<file path="src/hdl/sha1bh_pkg.sv">
`default_nettype none

package sha1bh_pkg;

    typedef struct packed {
        logic [31:0] word;
        logic        start;
        logic        blk_end;
        logic        emit;
    } t_entry;

    localparam logic [4:0][31:0] SHA_IV = {
        32'hc3d2e1f0, 32'h10325476, 32'h98badcfe, 32'hefcdab89, 32'h67452301
    };

    localparam logic [3:0][31:0] ROUND_K = {
        32'hca62c1d6, 32'h8f1bbcdc, 32'h6ed9eba1, 32'h5a827999
    };

    localparam logic [1:0] GRP_CH     = 2'd0;
    localparam logic [1:0] GRP_PAR_LO = 2'd1;
    localparam logic [1:0] GRP_MAJ    = 2'd2;
    localparam logic [1:0] GRP_LAST   = 2'd3;
    localparam logic [4:0] SUB_LAST   = 5'd19;
    localparam logic [2:0] DIGEST_LAST = 3'd4;
    localparam logic [3:0] POS_LAST   = 4'hf;

    function automatic logic [31:0] rotl1(input logic [31:0] v);
        rotl1 = {v[30:0], v[31]};
    endfunction

    function automatic logic [31:0] rotl5(input logic [31:0] v);
        rotl5 = {v[26:0], v[31:27]};
    endfunction

    function automatic logic [31:0] rotl30(input logic [31:0] v);
        rotl30 = {v[1:0], v[31:2]};
    endfunction

    function automatic logic [31:0] round_f(
        input logic [1:0]  grp,
        input logic [31:0] b,
        input logic [31:0] c,
        input logic [31:0] d
    );
        case (grp)
            GRP_CH:     round_f = (b & c) | (~b & d);
            GRP_PAR_LO: round_f = b ^ c ^ d;
            GRP_MAJ:    round_f = (b & c) | (b & d) | (c & d);
            default:    round_f = b ^ c ^ d;
        endcase
    endfunction

endpackage

`default_nettype wire

</file>
<file path="src/hdl/sha1_block_hash.sv">
`default_nettype none

// channel   ports                                        direction
// message   push, full, i_message_word/start/end         in
// digest    pop, empty, o_digest_word, o_digest_last     out
//
// a word passes the front combinationally into a small queue; the core takes
// one word a cycle while idle, and the 16th word of a block starts the 80
// rounds, followed by the chaining add, before the core takes words again
// a block that ends a message then delivers five digest words, one a cycle
// while pop keeps up; the input side keeps filling the queue meanwhile
// synchronous reset loads the initial chaining value and empties both sides

module sha1_block_hash #(
    parameter int QUEUE_DEPTH = 4
) (
    input  logic        i_clk,
    input  logic        i_rst_n,
    input  logic        push,
    output logic        full,
    input  logic [31:0] i_message_word,
    input  logic        i_message_start,
    input  logic        i_message_end,
    input  logic        pop,
    output logic        empty,
    output logic [31:0] o_digest_word,
    output logic        o_digest_last
);
    import sha1bh_pkg::*;

    t_entry w_wr_entry;
    t_entry w_rd_entry;
    logic   w_wr;
    logic   w_q_full;
    logic   w_q_empty;
    logic   w_q_pop;

    sha1bh_front u_front (
        .i_clk    (i_clk),
        .i_rst_n  (i_rst_n),
        .i_push   (push),
        .i_word   (i_message_word),
        .i_start  (i_message_start),
        .i_end    (i_message_end),
        .i_q_full (w_q_full),
        .o_full   (full),
        .o_wr     (w_wr),
        .o_entry  (w_wr_entry)
    );

    sha1bh_fifo #(
        .DEPTH (QUEUE_DEPTH)
    ) u_fifo (
        .i_clk   (i_clk),
        .i_rst_n (i_rst_n),
        .i_wr    (w_wr),
        .i_data  (w_wr_entry),
        .o_full  (w_q_full),
        .i_rd    (w_q_pop),
        .o_data  (w_rd_entry),
        .o_empty (w_q_empty)
    );

    sha1bh_core u_core (
        .i_clk         (i_clk),
        .i_rst_n       (i_rst_n),
        .i_q_empty     (w_q_empty),
        .i_q_entry     (w_rd_entry),
        .o_q_pop       (w_q_pop),
        .i_pop         (pop),
        .o_empty       (empty),
        .o_digest_word (o_digest_word),
        .o_digest_last (o_digest_last)
    );

endmodule

`default_nettype wire

</file>
<file path="src/hdl/sha1bh_fifo.sv">
`default_nettype none

module sha1bh_fifo #(
    parameter int DEPTH = 4
) (
    input  logic                i_clk,
    input  logic                i_rst_n,
    input  logic                i_wr,
    input  sha1bh_pkg::t_entry  i_data,
    output logic                o_full,
    input  logic                i_rd,
    output sha1bh_pkg::t_entry  o_data,
    output logic                o_empty
);
    import sha1bh_pkg::*;

    localparam int AW = (DEPTH > 1) ? $clog2(DEPTH) : 1;
    localparam int CW = $clog2(DEPTH + 1);
    localparam logic [AW-1:0] PTR_LAST = AW'(DEPTH - 1);
    localparam logic [CW-1:0] CNT_FULL = CW'(DEPTH);

    t_entry        r_mem [DEPTH];
    logic [AW-1:0] r_wr_ptr;
    logic [AW-1:0] r_rd_ptr;
    logic [CW-1:0] r_count;
    logic          n_wr;
    logic          n_rd;

    assign o_full  = (r_count == CNT_FULL);
    assign o_empty = (r_count == '0);
    assign o_data  = r_mem[r_rd_ptr];
    assign n_wr    = i_wr && !o_full;
    assign n_rd    = i_rd && !o_empty;

    always_ff @(posedge i_clk) begin
        if (n_wr) begin
            r_mem[r_wr_ptr] <= i_data;
        end
    end

    always_ff @(posedge i_clk) begin
        if (!i_rst_n) begin
            r_wr_ptr <= '0;
            r_rd_ptr <= '0;
            r_count  <= '0;
        end else begin
            if (n_wr) begin
                r_wr_ptr <= (r_wr_ptr == PTR_LAST) ? '0 : r_wr_ptr + 1'b1;
            end
            if (n_rd) begin
                r_rd_ptr <= (r_rd_ptr == PTR_LAST) ? '0 : r_rd_ptr + 1'b1;
            end
            if (n_wr && !n_rd) begin
                r_count <= r_count + 1'b1;
            end else if (n_rd && !n_wr) begin
                r_count <= r_count - 1'b1;
            end
        end
    end

endmodule

`default_nettype wire

</file>
<file path="src/hdl/sha1bh_front.sv">
`default_nettype none

module sha1bh_front (
    input  logic                i_clk,
    input  logic                i_rst_n,
    input  logic                i_push,
    input  logic [31:0]         i_word,
    input  logic                i_start,
    input  logic                i_end,
    input  logic                i_q_full,
    output logic                o_full,
    output logic                o_wr,
    output sha1bh_pkg::t_entry  o_entry
);
    import sha1bh_pkg::*;

    logic [3:0] r_pos;
    logic [3:0] n_pos;
    logic       n_blk_end;

    assign n_pos     = i_start ? 4'd0 : r_pos;
    assign n_blk_end = (n_pos == POS_LAST);
    assign o_full    = i_q_full;
    assign o_wr      = i_push && !i_q_full;

    assign o_entry.word    = i_word;
    assign o_entry.start   = i_start;
    assign o_entry.blk_end = n_blk_end;
    assign o_entry.emit    = n_blk_end && i_end;

    always_ff @(posedge i_clk) begin
        if (!i_rst_n) begin
            r_pos <= '0;
        end else if (o_wr) begin
            r_pos <= n_pos + 4'd1;
        end
    end

endmodule

`default_nettype wire

</file>
<file path="src/hdl/sha1bh_core.sv">
`default_nettype none

module sha1bh_core (
    input  logic                i_clk,
    input  logic                i_rst_n,
    input  logic                i_q_empty,
    input  sha1bh_pkg::t_entry  i_q_entry,
    output logic                o_q_pop,
    input  logic                i_pop,
    output logic                o_empty,
    output logic [31:0]         o_digest_word,
    output logic                o_digest_last
);
    import sha1bh_pkg::*;

    typedef enum logic [1:0] {
        S_IDLE,
        S_ROUND,
        S_ADD,
        S_EMIT
    } t_state;

    t_state      r_state;
    logic [31:0] r_win [16];
    logic [31:0] r_chain [5];
    logic [31:0] r_a;
    logic [31:0] r_b;
    logic [31:0] r_c;
    logic [31:0] r_d;
    logic [31:0] r_e;
    logic [1:0]  r_grp;
    logic [4:0]  r_sub;
    logic        r_emit;
    logic [2:0]  r_k;
    logic        r_out_valid;
    logic [31:0] r_out_word;
    logic        r_out_last;

    logic [31:0] n_sched;
    logic [31:0] n_f;
    logic [31:0] n_temp;
    logic        n_out_free;

    assign o_q_pop       = (r_state == S_IDLE) && !i_q_empty;
    assign n_sched       = rotl1(r_win[13] ^ r_win[8] ^ r_win[2] ^ r_win[0]);
    assign n_f           = round_f(r_grp, r_b, r_c, r_d);
    assign n_temp        = rotl5(r_a) + n_f + r_e + r_win[0] + ROUND_K[r_grp];
    assign n_out_free    = !r_out_valid || i_pop;
    assign o_empty       = !r_out_valid;
    assign o_digest_word = r_out_word;
    assign o_digest_last = r_out_last;

    always_ff @(posedge i_clk) begin
        if (!i_rst_n) begin
            r_state     <= S_IDLE;
            r_out_valid <= 1'b0;
            r_grp       <= '0;
            r_sub       <= '0;
            r_k         <= '0;
            r_emit      <= 1'b0;
            for (int i = 0; i < 5; i++) begin
                r_chain[i] <= SHA_IV[i];
            end
        end else begin
            if (i_pop && r_out_valid && (r_state != S_EMIT)) begin
                r_out_valid <= 1'b0;
            end
            case (r_state)
                S_IDLE: begin
                    if (!i_q_empty) begin
                        for (int i = 0; i < 15; i++) begin
                            r_win[i] <= r_win[i+1];
                        end
                        r_win[15] <= i_q_entry.word;
                        if (i_q_entry.start) begin
                            for (int i = 0; i < 5; i++) begin
                                r_chain[i] <= SHA_IV[i];
                            end
                        end
                        if (i_q_entry.blk_end) begin
                            r_a     <= i_q_entry.start ? SHA_IV[0] : r_chain[0];
                            r_b     <= i_q_entry.start ? SHA_IV[1] : r_chain[1];
                            r_c     <= i_q_entry.start ? SHA_IV[2] : r_chain[2];
                            r_d     <= i_q_entry.start ? SHA_IV[3] : r_chain[3];
                            r_e     <= i_q_entry.start ? SHA_IV[4] : r_chain[4];
                            r_emit  <= i_q_entry.emit;
                            r_grp   <= GRP_CH;
                            r_sub   <= '0;
                            r_state <= S_ROUND;
                        end
                    end
                end
                S_ROUND: begin
                    r_a <= n_temp;
                    r_b <= r_a;
                    r_c <= rotl30(r_b);
                    r_d <= r_c;
                    r_e <= r_d;
                    for (int i = 0; i < 15; i++) begin
                        r_win[i] <= r_win[i+1];
                    end
                    r_win[15] <= n_sched;
                    if (r_sub == SUB_LAST) begin
                        r_sub <= '0;
                        if (r_grp == GRP_LAST) begin
                            r_state <= S_ADD;
                        end else begin
                            r_grp <= r_grp + 2'd1;
                        end
                    end else begin
                        r_sub <= r_sub + 5'd1;
                    end
                end
                S_ADD: begin
                    r_chain[0] <= r_chain[0] + r_a;
                    r_chain[1] <= r_chain[1] + r_b;
                    r_chain[2] <= r_chain[2] + r_c;
                    r_chain[3] <= r_chain[3] + r_d;
                    r_chain[4] <= r_chain[4] + r_e;
                    r_k        <= '0;
                    r_state    <= r_emit ? S_EMIT : S_IDLE;
                end
                S_EMIT: begin
                    if (n_out_free) begin
                        r_out_valid <= 1'b1;
                        r_out_word  <= r_chain[r_k];
                        r_out_last  <= (r_k == DIGEST_LAST);
                        if (r_k == DIGEST_LAST) begin
                            r_state <= S_IDLE;
                        end else begin
                            r_k <= r_k + 3'd1;
                        end
                    end
                end
                default: begin
                    r_state <= S_IDLE;
                end
            endcase
        end
    end

endmodule

`default_nettype wire

</file>
<file path="config.mk">
export PLATFORM = sky130hd
export DESIGN_NAME = sha1_block_hash
export DESIGN_NICKNAME = d
export VERILOG_FILES = /design/src/hdl/sha1bh_pkg.sv /design/src/hdl/sha1_block_hash.sv /design/src/hdl/sha1bh_fifo.sv /design/src/hdl/sha1bh_front.sv /design/src/hdl/sha1bh_core.sv
export SDC_FILE = /design/constraint.sdc
export NUM_CORES = 2
export LEC_CHECK = 0
export ABC_AREA = 1
export BUFFER_PORTS_ARGS = -buffer_cell sky130_fd_sc_hd__buf_2
export CORE_MARGIN = 8
export CORE_UTILIZATION = 53
export DETAILED_ROUTE_END_ITERATION = 7
export PLACE_DENSITY = 0.66
export SYNTH_ARGS = -nofsm -noshare
export SYNTH_HDL_FRONTEND = slang
export SYNTH_SLANG_ARGS = --single-unit
</file>
<file path="constraint.sdc">
create_clock -name i_clk -period 32.4 [get_ports i_clk]
set_input_delay 1.62 -clock i_clk [delete_from_list [all_inputs] [get_ports i_clk]]
set_output_delay 1.62 -clock i_clk [all_outputs]
set_load 0.01 [all_outputs]
</file>
* Word-level counts from Yosys, hierarchy flattened
Memories as Yosys holds them, arrays and structs flattened. A register that Yosys moved wholly into a read port is not among the register bits.
Index checks and enable logic that the tools add are counted.
** Storage, ports and cells
- Register bits :: 186
- Memory bits (writable) :: 812
- Bits of input ports :: 38
- Logic and storage cells :: 222
- Memories kept :: 3
** Operators by class
- Add/subtract/negate cells :: 17
- Order comparisons :: 1
- Equal/unequal tests :: 20
- Multiplexer cells :: 97
- Bitwise operators :: 40
- Reductions and logical operators :: 28
** Memory list
- u_core.r_win :: depth 16, width 32, read ports 16, clocked after memory_dff 0, write ports 16, RTL line sha1bh_core.sv:24 : logic [31:0] r_win [16];
- u_core.r_chain :: depth 5, width 32, read ports 6, clocked after memory_dff 1, write ports 5, RTL line sha1bh_core.sv:25 : logic [31:0] r_chain [5];
- u_fifo.r_mem :: depth 4, width 35, read ports 1, clocked after memory_dff 1, write ports 1, RTL line sha1bh_fifo.sv:22 : t_entry r_mem [DEPTH];
** Operator list (count)
- 32-bit two-way mux :: 42
- 32-bit case mux with 2 select lines :: 6
- 32-bit adder :: 9
- 32-bit bitwise XOR :: 5
- 32-bit AND :: 4
- 32-bit OR :: 3
- 32-bit binary-select mux with 2-bit select :: 1
- 32-bit NOT :: 1
- 2-bit two-way mux :: 15
- 1-bit OR :: 26
- 1-bit two-way mux :: 21
- 5-bit two-way mux :: 3
- 2-bit == test (second input constant) :: 6
- 3-bit two-way mux :: 4
- 3-bit AND reduction :: 4
- 2-bit by 1-bit != test with 1-bit output (second input constant) :: 5
- 5-bit case mux with 2 select lines :: 1
- 1-bit logical AND :: 9
- 2-bit != test (second input constant) :: 4
- 2-bit case mux with 4 select lines :: 1
- 2-bit by 1-bit adder with 2-bit output (second input constant) :: 3
- 3-bit by 1-bit adder with 3-bit output (second input constant) :: 2
- 3-bit == test (second input constant) :: 2
- 3-bit case mux with 2 select lines :: 1
- 18 further kinds :: 25

* Depth between registers and ports, before layout
- Depth after elaboration :: 9
- Mapped depth :: 26
- Gate-level depth less buffers :: 25

* Cells and area by module
A second synthesis with hierarchy kept.
** Second synthesis, totals
- Cell total of the unflattened synthesis :: 5393
- Area, all modules :: 54128.2 um^2
** Modules (own cells, without submodules)
- sha1bh_core :: instances 1, cells an instance 4913, area each 47943.5 um^2, seq. area each 26255.2 um^2
- sha1bh_fifo :: instances 1, cells an instance 410, area each 5675.4 um^2, seq. area each 4384.2 um^2
- sha1bh_front :: instances 1, cells an instance 70, area each 509.2 um^2, seq. area each 80.1 um^2

* Least setup slack after synthesis
No wires, ideal clock.
- Kind :: input to register
- Start point :: in i_rst_n
- End point :: mem u_core.r_win[0][0], enable pin
- Library setup time :: 1.561 ns
- Arrival :: 26.444 ns
- Required time :: 30.839 ns
- Path slack :: 4.395 ns
- Cell stages on the path :: 3
- Cell sequence :: inv_1 > clkbuf_1 > a21oi_1
** RTL lines
- start, declared :: RTL line sha1_block_hash.sv:18 : input logic i_rst_n,
- end, declared :: RTL line sha1bh_core.sv:24

* Worst setup path in the final report
- Start point :: reg u_core.r_grp[0]
- End point :: reg u_core.r_a[25], data pin
** Between the ends
- Word-level cells in the longest chain between the ends :: 7
** Ends and longest elaborated chain
- start, declared :: RTL line sha1bh_core.sv:31 : logic [1:0] r_grp;
- start signal, assigned :: RTL line sha1bh_core.sv:108 : r_grp <= r_grp + 2'd1;
- 2-bit == test or 2-bit logical NOT (tied branches) :: RTL line sha1bh_pkg.sv:46 : case (grp)
- 32-bit case mux with 2 select lines :: RTL line sha1bh_pkg.sv:46
- 32-bit adder (3 in series) :: RTL line sha1bh_core.sv:47 : assign n_temp = rotl5(r_a) + n_f + r_e + r_win[0] + ROUND_K[r_grp];
- 32-bit adder (*) :: RTL line sha1bh_core.sv:47
- 32-bit case mux with 2 select lines (*) :: RTL line sha1bh_core.sv:68 : case (r_state)
- end signal, assigned :: RTL line sha1bh_core.sv:81 : r_a <= i_q_entry.start ? SHA_IV[0] : r_chain[0];
- end signal, assigned :: RTL line sha1bh_core.sv:94 : r_a <= n_temp;
- end, declared :: RTL line sha1bh_core.sv:26 : logic [31:0] r_a;
Mark *: on every way between the ends. The rest lies on a longest branch, timed or not. The select of a mux whose other input is x is not followed.
A chain may end at the register's enable or synchronous reset.

==> out/results.tsv <==
metric	value	unit
total wire length after detailed routing	173300	um
CP endpoint kind	flop	
synth-to-layout area growth	10.24	%
largest net degree at the start of global routing	200	
Crit Path Category	reg -> reg	
worst-case register-to-register setup slack	26700	ps
chip height	335.2	um
leading post-synthesis cells by cell area	sky130_fd_sc_hd__edfxtp_1, sky130_fd_sc_hd__nand2_1, sky130_fd_sc_hd__inv_1, sky130_fd_sc_hd__ha_1, sky130_fd_sc_hd__fa_1	
via count of the first global-routing pass	38682	
startpoint of the most critical setup path	u_core.r_grp[0]	
post-detailed-placement half-perimeter wirelength	130900	um
number of antenna violations at the first check in global routing	6	
most used flip-flop cell after synthesis	sky130_fd_sc_hd__edfxtp_1	
leading cell type in the layout, fill and taps excluded	sky130_fd_sc_hd__nand2_1	
die span in x	335.2	um
max_slew headroom	24.96	%
Top Ports	73	
hold_sp	u_core.r_win[0][238]	
EDFF count, synth	1005	
CP startpoint kind	flop	
detail-routed net length per standard cell	24.98	um
number of buffer cells added on primary ports	72	
GPL Wtd Cong	1.052	
DRC Markers	0	
Synth Cell Area	54010	um^2
CTS hold repair buffers	0	
share of final-layout standard cells stronger than drive strength 1	5.602	%
status	complete, no violations	
GR Overflow Total	0	
final hold vios	0	
period utilisation layout	17.59	%
clk_lat worst skew	720	ps
flop and latch count out of synthesis	1032	
clock-pin slew of the registers on the worst-case setup and hold paths	60	ps
final setup fails	0	
biggest area consumer among synthesized cells	sky130_fd_sc_hd__edfxtp_1	
worst-path fanout max	38	
setup TNS	0	ps
Final nets	5844	
number of setup buffers added after CTS	0	
worst hold-check path type	reg -> reg	
Synthesized Nets	5745	
Synthesis Warnings	0	
Resized Gates After CTS	0	
total number of H-tree levels	3	
sequential fraction of the synthesis area	56.88	%
number of core rows	117	
RSZ-0062 raised after global routing	false	
first-pass GRT wire length	251900	um
DRC marker count from the first detailed-route iteration	3888	
Worst Max-Slew Pin Slew	1126	ps
highest clock frequency the design can meet	175.4	MHz
Post-synth ARST share	0	%
synth unique cells	54	
number of detailed-route iterations in the first pass	6	
required time worst endpoint	32850	ps
initial core utilization	53.24	%
Gate Count Post-Synth	5376	
min Tclk post-route	5700	ps
max-cap viol count	0	
number of vias per cell after detailed routing	5.741	
post-route antenna net violation count	0	
signal arrival time at the worst endpoint	6150	ps
critical register-to-register path startpoint	u_core.r_grp[0]	
TritonCTS buffer count	108	
overall fraction of global-route tracks in use	30.33	%
floorplan die area	112400	um^2
Via Count	39831	
most used cells in the layout excluding fill and tap cells	sky130_fd_sc_hd__nand2_1, sky130_fd_sc_hd__edfxtp_1, sky130_fd_sc_hd__inv_1	
TritonCTS clock tree	built	
maximum clock skew at final layout	60.43	ps
Filler cells	8683	
Synth top area share	55.88	%
Std-Cell Core Area	101400	um^2
mean instance size in the synthesized netlist	10.05	um^2
number of buffers on the longest clock path	3	
count of clock tree sinks	1032	
Final Max Slew Viols	0	
buffer type at the clock tree root	sky130_fd_sc_hd__clkbuf_16	
## Yosys cell counts, types with 2 or more instances
cell                          n
sky130_fd_sc_hd__nand2_1   1069
sky130_fd_sc_hd__edfxtp_1  1005
sky130_fd_sc_hd__inv_1      756
sky130_fd_sc_hd__nor2_1     552
sky130_fd_sc_hd__a21oi_1    402
sky130_fd_sc_hd__o21ai_0    340
sky130_fd_sc_hd__nand3_1    256
sky130_fd_sc_hd__ha_1       205
sky130_fd_sc_hd__fa_1       126
sky130_fd_sc_hd__xnor2_1     98
sky130_fd_sc_hd__clkbuf_1    60
sky130_fd_sc_hd__a31oi_1     43
sky130_fd_sc_hd__buf_2       42
sky130_fd_sc_hd__nor3_1      38
sky130_fd_sc_hd__nand4_1     37
sky130_fd_sc_hd__o22ai_1     36
sky130_fd_sc_hd__o21bai_1    33
sky130_fd_sc_hd__o211ai_1    31
sky130_fd_sc_hd__o21ai_1     28
sky130_fd_sc_hd__dfxtp_1     27
sky130_fd_sc_hd__a22oi_1     25
sky130_fd_sc_hd__a221oi_1    18
sky130_fd_sc_hd__o21a_1      17
sky130_fd_sc_hd__or2_2       14
sky130_fd_sc_hd__xor2_1      14
sky130_fd_sc_hd__a21o_1      11
sky130_fd_sc_hd__buf_1       10
sky130_fd_sc_hd__nor4_1      10
sky130_fd_sc_hd__and2_1       9
sky130_fd_sc_hd__a22o_1       7
sky130_fd_sc_hd__a21boi_0     6
sky130_fd_sc_hd__buf_4        6
sky130_fd_sc_hd__nand3b_1     5
sky130_fd_sc_hd__inv_2        4
sky130_fd_sc_hd__nor3b_1      4
sky130_fd_sc_hd__o22a_1       4
sky130_fd_sc_hd__nand2_2      3
sky130_fd_sc_hd__nor3b_2      3
sky130_fd_sc_hd__o211a_1      3
sky130_fd_sc_hd__inv_4        2
sky130_fd_sc_hd__nor2_2       2
sky130_fd_sc_hd__nor2_8       2
sky130_fd_sc_hd__nor3_2       2
## metal layers
| layer | up-vias | wire length [um] | GRT usage [%] |
|---|---|---|---|
| li1 | 18536 | - | - |
| met1 | 19292 | 70790 | 39.98 |
| met2 | 1628 | 80690 | 49.46 |
| met3 | 371 | 12870 | 4.879 |
| met4 | 4 | 8903 | 13.77 |
| met5 | - | 23 | 0 |
## registers in the layout, indices dropped and copies added (netlist names), named ones only
name                  flops
u_fifo.r_count            3
u_core.r_win            512
u_core.r_d               32
u_core.r_a               32
u_core.o_digest_word     32
u_core.r_grp              2
u_core.o_digest_last      1
u_fifo.r_wr_ptr           2
u_core.r_chain          160
u_core.r_c               32
u_core.r_b               32
u_fifo.r_rd_ptr           2
u_core.r_sub              5
u_fifo.r_mem            140
u_core.r_e               32
u_core.r_emit             1
u_core.r_k                3
u_front.r_pos             4
u_core.r_state            2
u_core.r_out_valid        1
## final timing paths
path | depth (start not counted) | to
worst max-delay path | 23 | u_core.r_a[25]
worst max register to register | 23 | u_core.r_a[25]
worst min-delay path | 0 | u_core.r_win[0][206]
worst min register to register | 0 | u_core.r_win[0][206]
## stage by stage
stage | hold slack [ps] | instances | worst slack [ps] | util [%] | cell area (um^2)
4_1_cts | 404.7 | 6937 | 26750 | 58.69 | 59540
3_3_place_gp | 400.2 | 6733 | 26530 | 55.13 | 55930
2_1_floorplan | 400.3 | 5376 | 4395 | - | 54010
3_5_place_dp | 404.5 | 6733 | 26420 | 55.13 | 55930
6_report | 404.0 | 6938 | 26700 | 58.69 | 59540
5_1_grt | 407.8 | 6937 | 26400 | 58.69 | 59540
## cell type report
| cell class | count | area, um^2 | area share, % |
|---|---|---|---|
| Sequential cell | 1032 | 30730 | 51.60 |
| Clock buffer | 137 | 2863 | 4.808 |
| Inverter | 763 | 2870 | 4.821 |
| Tap cell | 1368 | 1712 | 2.875 |
| Antenna cell | 1 | 2.502 | 0.004203 |
| Multi-Input combinational cell | 3462 | 19960 | 33.53 |
| Clock inverter | 67 | 749.5 | 1.259 |
| Timing Repair Buffer | 108 | 655.6 | 1.101 |
## worst max-delay path: stages, from the launching register on
cell and delay (ps):
sky130_fd_sc_hd__dfxtp_1 510, sky130_fd_sc_hd__inv_1 140, sky130_fd_sc_hd__ha_1 220, sky130_fd_sc_hd__buf_4 280
sky130_fd_sc_hd__nor2_2 130, sky130_fd_sc_hd__buf_4 390, sky130_fd_sc_hd__a22oi_1 120, sky130_fd_sc_hd__nand2_1 120
sky130_fd_sc_hd__fa_1 420, sky130_fd_sc_hd__inv_1 90, sky130_fd_sc_hd__fa_1 430, sky130_fd_sc_hd__fa_1 440
sky130_fd_sc_hd__inv_1 70, sky130_fd_sc_hd__ha_1 210, sky130_fd_sc_hd__inv_1 80, sky130_fd_sc_hd__fa_1 460
sky130_fd_sc_hd__nor2_1 170, sky130_fd_sc_hd__a21oi_1 130, sky130_fd_sc_hd__o21ai_0 500, sky130_fd_sc_hd__nand2_1 170
sky130_fd_sc_hd__nand3_1 120, sky130_fd_sc_hd__nand2_1 50, sky130_fd_sc_hd__nand3_1 100, sky130_fd_sc_hd__nand2_1 70
## kinds of logic after synthesis
logic type | synth area share (%)
simple gates | 15.20
flops | 56.88
compound gates | 10.40
buf+inv | 6.292
fa+ha+maj | 9.420
xor+xnor | 1.816
Power is left out: the tool's default activity adds up to more than one toggle a clock period on the data nets, which glitch-free logic cannot reach.
